[config.mk]
export PLATFORM = sky130hd
export DESIGN_NAME = tfp_ctrl
export DESIGN_NICKNAME = d
export VERILOG_FILES = /design/src/rtl/tfp_pkg.sv /design/src/rtl/tfp_ctrl.sv
export SDC_FILE = /design/constraint.sdc
export NUM_CORES = 1
export LEC_CHECK = 0
export BUFFER_PORTS_ARGS = -buffer_cell sky130_fd_sc_hd__buf_2
export CORE_AREA = 2 2 39 41
export DETAILED_ROUTE_END_ITERATION = 8
export DIE_AREA = 0 0 41 43
export PLACE_DENSITY = 0.69
export SLEW_MARGIN = 20
export SYNTH_ARGS = -nofsm -noshare
export SYNTH_HDL_FRONTEND = slang
export SYNTH_SLANG_ARGS = --single-unit
[constraint.sdc]
create_clock -name clk_i -period 2.4 [get_ports clk_i]
set_input_delay 0.48 -clock clk_i [delete_from_list [all_inputs] [get_ports clk_i]]
set_output_delay 0.48 -clock clk_i [all_outputs]
set_load 0.005 [all_outputs]
[src/rtl/tfp_pkg.sv]
// package for the timed flash pool: constants, types and command structs
package tfp_pkg;

  localparam int unsigned NumSlots = 24;
  localparam int unsigned SlotW = 5;

  localparam logic [1:0] ReqSpawn   = 2'd0;
  localparam logic [1:0] ReqTick    = 2'd1;
  localparam logic [1:0] ReqClear   = 2'd2;
  localparam logic [1:0] ReqIgnored = 2'd3;

  localparam logic RegLights   = 1'b0;
  localparam logic RegEndScale = 1'b1;

  localparam logic [15:0] EndScaleReset = 16'd36045;

  typedef enum logic [3:0] {
    StIdle,
    StScan,
    StRead,
    StCheck,
    StDiv,
    StShrink,
    StFade,
    StEmit,
    StSpawn,
    StOut
  } state_e;

  typedef struct packed {
    logic       load_req;
    logic       clr_scan;
    logic       inc_scan;
    logic       rd_en;
    logic       div_start;
    logic       do_shrink;
    logic       do_fade;
    logic       emit_tick;
    logic       do_spawn;
    logic       do_clear;
    logic       set_last;
  } cmd_t;

  typedef struct packed {
    logic [1:0] req;
    logic       scan_done;
    logic       cur_valid;
    logic       expire;
    logic       div_busy;
    logic       reject;
    logic       any_after;
  } sts_t;

  typedef struct packed {
    logic [SlotW-1:0] slot_index;
    logic [15:0]      cur_radius;
    logic [7:0]       cur_red;
    logic [7:0]       cur_green;
    logic [7:0]       cur_blue;
    logic             expired;
    logic             first_report;
    logic             evicted;
    logic             rejected;
    logic             last;
  } result_t;

endpackage

[src/rtl/tfp_ctrl.sv]
// controller state machine for spawn, tick and clear sequences
module tfp_ctrl (
  input  logic          clk_i,
  input  logic          rst_ni,
  input  logic          in_fire_i,
  input  logic          out_busy_i,
  input  tfp_pkg::sts_t sts_i,
  output logic          in_ready_o,
  output tfp_pkg::cmd_t cmd_o,
  output logic          out_load_o
);
  tfp_pkg::state_e state_q, state_d;

  always_ff @(posedge clk_i or negedge rst_ni) begin
    if (!rst_ni) begin
      state_q <= tfp_pkg::StIdle;
    end else begin
      state_q <= state_d;
    end
  end

  always_comb begin
    state_d    = state_q;
    cmd_o      = '0;
    out_load_o = 1'b0;
    in_ready_o = 1'b0;
    case (state_q)
      tfp_pkg::StIdle: begin
        in_ready_o = 1'b1;
        if (in_fire_i) begin
          cmd_o.load_req = 1'b1;
          cmd_o.clr_scan = 1'b1;
          state_d = tfp_pkg::StScan;
        end
      end
      tfp_pkg::StScan: begin
        case (sts_i.req)
          tfp_pkg::ReqSpawn: begin
            if (sts_i.reject) begin
              state_d = tfp_pkg::StOut;
            end else if (sts_i.scan_done) begin
              state_d = tfp_pkg::StSpawn;
            end else begin
              cmd_o.inc_scan = 1'b1;
            end
          end
          tfp_pkg::ReqTick: begin
            if (sts_i.scan_done) begin
              state_d = tfp_pkg::StIdle;
            end else if (sts_i.cur_valid) begin
              cmd_o.rd_en = 1'b1;
              state_d = tfp_pkg::StRead;
            end else begin
              cmd_o.inc_scan = 1'b1;
            end
          end
          tfp_pkg::ReqClear: begin
            cmd_o.do_clear = 1'b1;
            state_d = tfp_pkg::StIdle;
          end
          default: state_d = tfp_pkg::StIdle;
        endcase
      end
      tfp_pkg::StRead: state_d = tfp_pkg::StCheck;
      tfp_pkg::StCheck: begin
        if (sts_i.expire) begin
          state_d = tfp_pkg::StEmit;
        end else begin
          cmd_o.div_start = 1'b1;
          state_d = tfp_pkg::StDiv;
        end
      end
      tfp_pkg::StDiv: begin
        if (!sts_i.div_busy) begin
          cmd_o.do_shrink = 1'b1;
          state_d = tfp_pkg::StShrink;
        end
      end
      tfp_pkg::StShrink: begin
        cmd_o.do_fade = 1'b1;
        state_d = tfp_pkg::StFade;
      end
      tfp_pkg::StFade: state_d = tfp_pkg::StEmit;
      tfp_pkg::StEmit: begin
        if (!out_busy_i) begin
          cmd_o.emit_tick = 1'b1;
          cmd_o.set_last = !sts_i.any_after;
          cmd_o.inc_scan = 1'b1;
          out_load_o = 1'b1;
          state_d = tfp_pkg::StScan;
        end
      end
      tfp_pkg::StSpawn: begin
        if (!out_busy_i) begin
          cmd_o.do_spawn = 1'b1;
          out_load_o = 1'b1;
          state_d = tfp_pkg::StIdle;
        end
      end
      tfp_pkg::StOut: begin
        if (!out_busy_i) begin
          out_load_o = 1'b1;
          state_d = tfp_pkg::StIdle;
        end
      end
      default: state_d = tfp_pkg::StIdle;
    endcase
  end
endmodule

==> summary.md <==
| Metric | Value |
|---|---|
| Adder-cell area share of the yosys netlist | 0% |
| Sequential area share after synthesis | 21.5% |
| # diodes | 0 |
| Power consumption | roughly 600 uW |
| Critical Path AT | 1660 ps |
| Top delay family on crit path | simple AND/OR/NAND/NOR gates |
| DRT antenna net count | 0 |
| Crit-path cells | nor4b_4 -> nand4_1 -> nand2_1 -> buf_2 |
| Syn avg cell area | 8.62 sq um |
| Post-synthesis compound-gate area fraction | 19.1% |
| Clock Pin Slew Worst Setup and Hold Paths | approximately 40 ps |
| Wire length of the first global-routing pass | 1.52 mm |
| Fmax achieved | 468 MHz |
| Final Critical Period | 2140 ps |
| Largest net degree at the start of global routing | 16 |
| Ys async rst share | 100% |
| CP required | 1920 ps |
| H-tree Lvls | 1 |
| CP Class | flop to primary output |
| Worst path buffer plus inverter count | 1 |
| Critical Path End Type | primary output |
| Drt first-iter violations | 8 |
| Syn Std Cell Area | around 470 sq um |
| Commonest non-fill, non-tap cell in the layout | buf_2 |
| Max reg flops | 4 |
| Yosys warns | 0 |
| DR pass1 iterations | 4 |
| Fin. max-slew vios | 0 |
| Netlist cell types | 31 |
| Total GRT Usage | a little over an eighth |
| Worst setup endpoint | cmd_o[8] |
| Dpl ws | 503 ps |
| Final hold slack | around 37 ps |
| Drt wl/cell | 11.3 um |
| Area growth, synth to finish | 27.7% |
| PD cells | between 1000 and 1500 nW/um^2 |
| Largest stage delay, worst path | 560 ps |
| Via Count | 471 |
| Post-route setup TNS | 0 ps |
| Largest family of logic cells by synthesized area | simple AND/OR/NAND/NOR gates |
| Clk_skew | 5.89 ps |
| R2R setup slack | 580 ps |
| Syn Nets | 66 |
| RD Place Congestion | 0.761 |
| VDD IR-drop max | 404 uV |
| Hold Violations, Final | 0 |
| Fillcell total | 147 |
| Top Ports | 25 |
| CTS buffer count | 3 |
| Most flops, register | state_q |
| Post-CTS Resized | 0 |
| Least-Margin Pin Slew | 541 ps |
| Longest Clk Path Bufs | 2 |
| CTS Hold Bufs | 0 |
| Flop and latch count out of synthesis | 4 |
| Die height | 43 um |
| Status | finished, final reports clean |
| Layout cells sized above 1 | 46.8% |
| Worst r2r src | state_q[2]$_DFFE_PN0P_ |
| Commonest cells after routing, fill and taps aside | buf_2, nor2_1, nand2_1 |
| Post-route setup slack | 263 ps |
| Post-CTS Setup Bufs | 0 |
| Num Clock Sinks | 4 |
| Site Rows | 14 |
| Skew-Pair Late Insertion Delay | 230 ps |
| Congestion Overflow GR | 0 |
| Number of flops mapped to enable cells by yosys | 0 |
| Critical path origin | state_q[2]$_DFFE_PN0P_ |
| Cells after Synth | 54 |
| Worst slew margin | 63.9% |
| NumNets Final | 91 |
| Simple-gate share of the synthesized area | 41.4% |
| Core area | 1380 sq um |
| Post-synth top flop | dfrtp_1 |
| Synth Area in XOR/XNOR | under 10% |
| Placed Area | 572 sq um |
| Routed wire length | ~1.1 mm |
| Mux cell area share after synthesis | 6.45% |
| Full die area | 1760 sq um |
| Vias in the first global route | between 300 and 400 |
| Initial Utilization | 33.6% |
| Initial antenna violation count | 0 |
| Crit-path slowest cell | dfrtp_1 |
| Clk root buf | clkbuf_4 |
| Critical Path Fanout Max | 15 |
| Dpl hpwl | 799 um |
| Biggest regs | state_q (4) |
| WP depth | 4 |
| Crit path launch type | flop |
| Remaining DRCs | 0 |
| Count of final setup violators | 0 |
| Vias per inst | 5.06 |
| Period utilisation layout | 89.0% |
| R2r endpoint | state_q[0]$_DFFE_PN0P_ |
| Leak | 0.000301 uW |
| Die Wd | 41 um |
| RSZ-0062 raised after global routing | no |
| Worst Reg-to-Reg Cells | 4 |
| Max-Cap Viols | 0 |
| PortBufs | 24 |
| CTS tree | yes |
| Hold crit path type | input port to asynchronous set/reset pin |
| Design area | 594 sq um |
==> worst register-to-register path: cells and delay by family, from the launching register on <==
family | cells | cell delay (ps)
AND/OR/NAND/NOR | 2 | 640
flip-flops | 1 | 560
multiplexers | 1 | 330
AO/OA/AOI/OAI | 1 | 170
==> synthesized netlist by cell type, types with 2 or more instances <==
| master | number | area share, % |
|---|---|---|
| buf_4 | 3 | 4.8 |
| nand2_1 | 5 | 4.0 |
| a31oi_1 | 2 | 2.7 |
| o21ai_0 | 2 | 2.2 |
| nor3_1 | 3 | 3.2 |
| inv_1 | 3 | 2.4 |
| dfrtp_1 | 4 | 22 |
| mux2_4 | 2 | 6.5 |
| nand2b_1 | 4 | 5.4 |
| nor2_1 | 5 | 4.0 |
==> how the worst min path moves through the flow <==
stage                                        end  slack (ps)  depth (start not counted)
after global placement    state_q[0]$_DFFE_PN0P_         290                          1
after detailed placement  state_q[0]$_DFFE_PN0P_         290                          1
after floorplan           state_q[0]$_DFFE_PN0P_         180                          0
after CTS                 state_q[3]$_DFFE_PN0P_          40                          1
final                     state_q[3]$_DFFE_PN0P_          40                          1
after global routing      state_q[3]$_DFFE_PN0P_          40                          1
==> kinds of logic after synthesis <==
family	Yosys count
AO/OA/AOI/OAI	10
XOR/XNOR	1
buffers and inverters	7
flip-flops	4
multiplexers	2
AND/OR/NAND/NOR	30
==> power by group <==
part           total (uW)  internal, uW  switching [uW]
combinational         341           194             146
sequential            193          97.1            95.8
clock                83.2          55.9            27.3
total                 617           347             269
==> cell type report <==
cell class	instances	area (sq um)	share of cell area, %
multi-input combinational	43	320	53.9
clock buffer	3	22.5	3.79
inverter	3	11.3	1.89
timing repair buffer	24	120	20.2
tap	16	20.0	3.37
sequential	4	100	16.8
==> layer usage <==
metal	track usage (%)	routed length, um
met5	0	0
met1	15.0	456
met4	8.00	0
met2	20.0	501
met3	3.66	96
==> through the flow <==
stage	util, %	std cells
3_5_place_dp	41.3	90
5_1_grt	42.9	93
3_3_place_gp	41.3	90
4_1_cts	42.9	93
2_1_floorplan	-	54
6_report	42.9	93
Note: power is estimated with default switching activity, not from simulation.
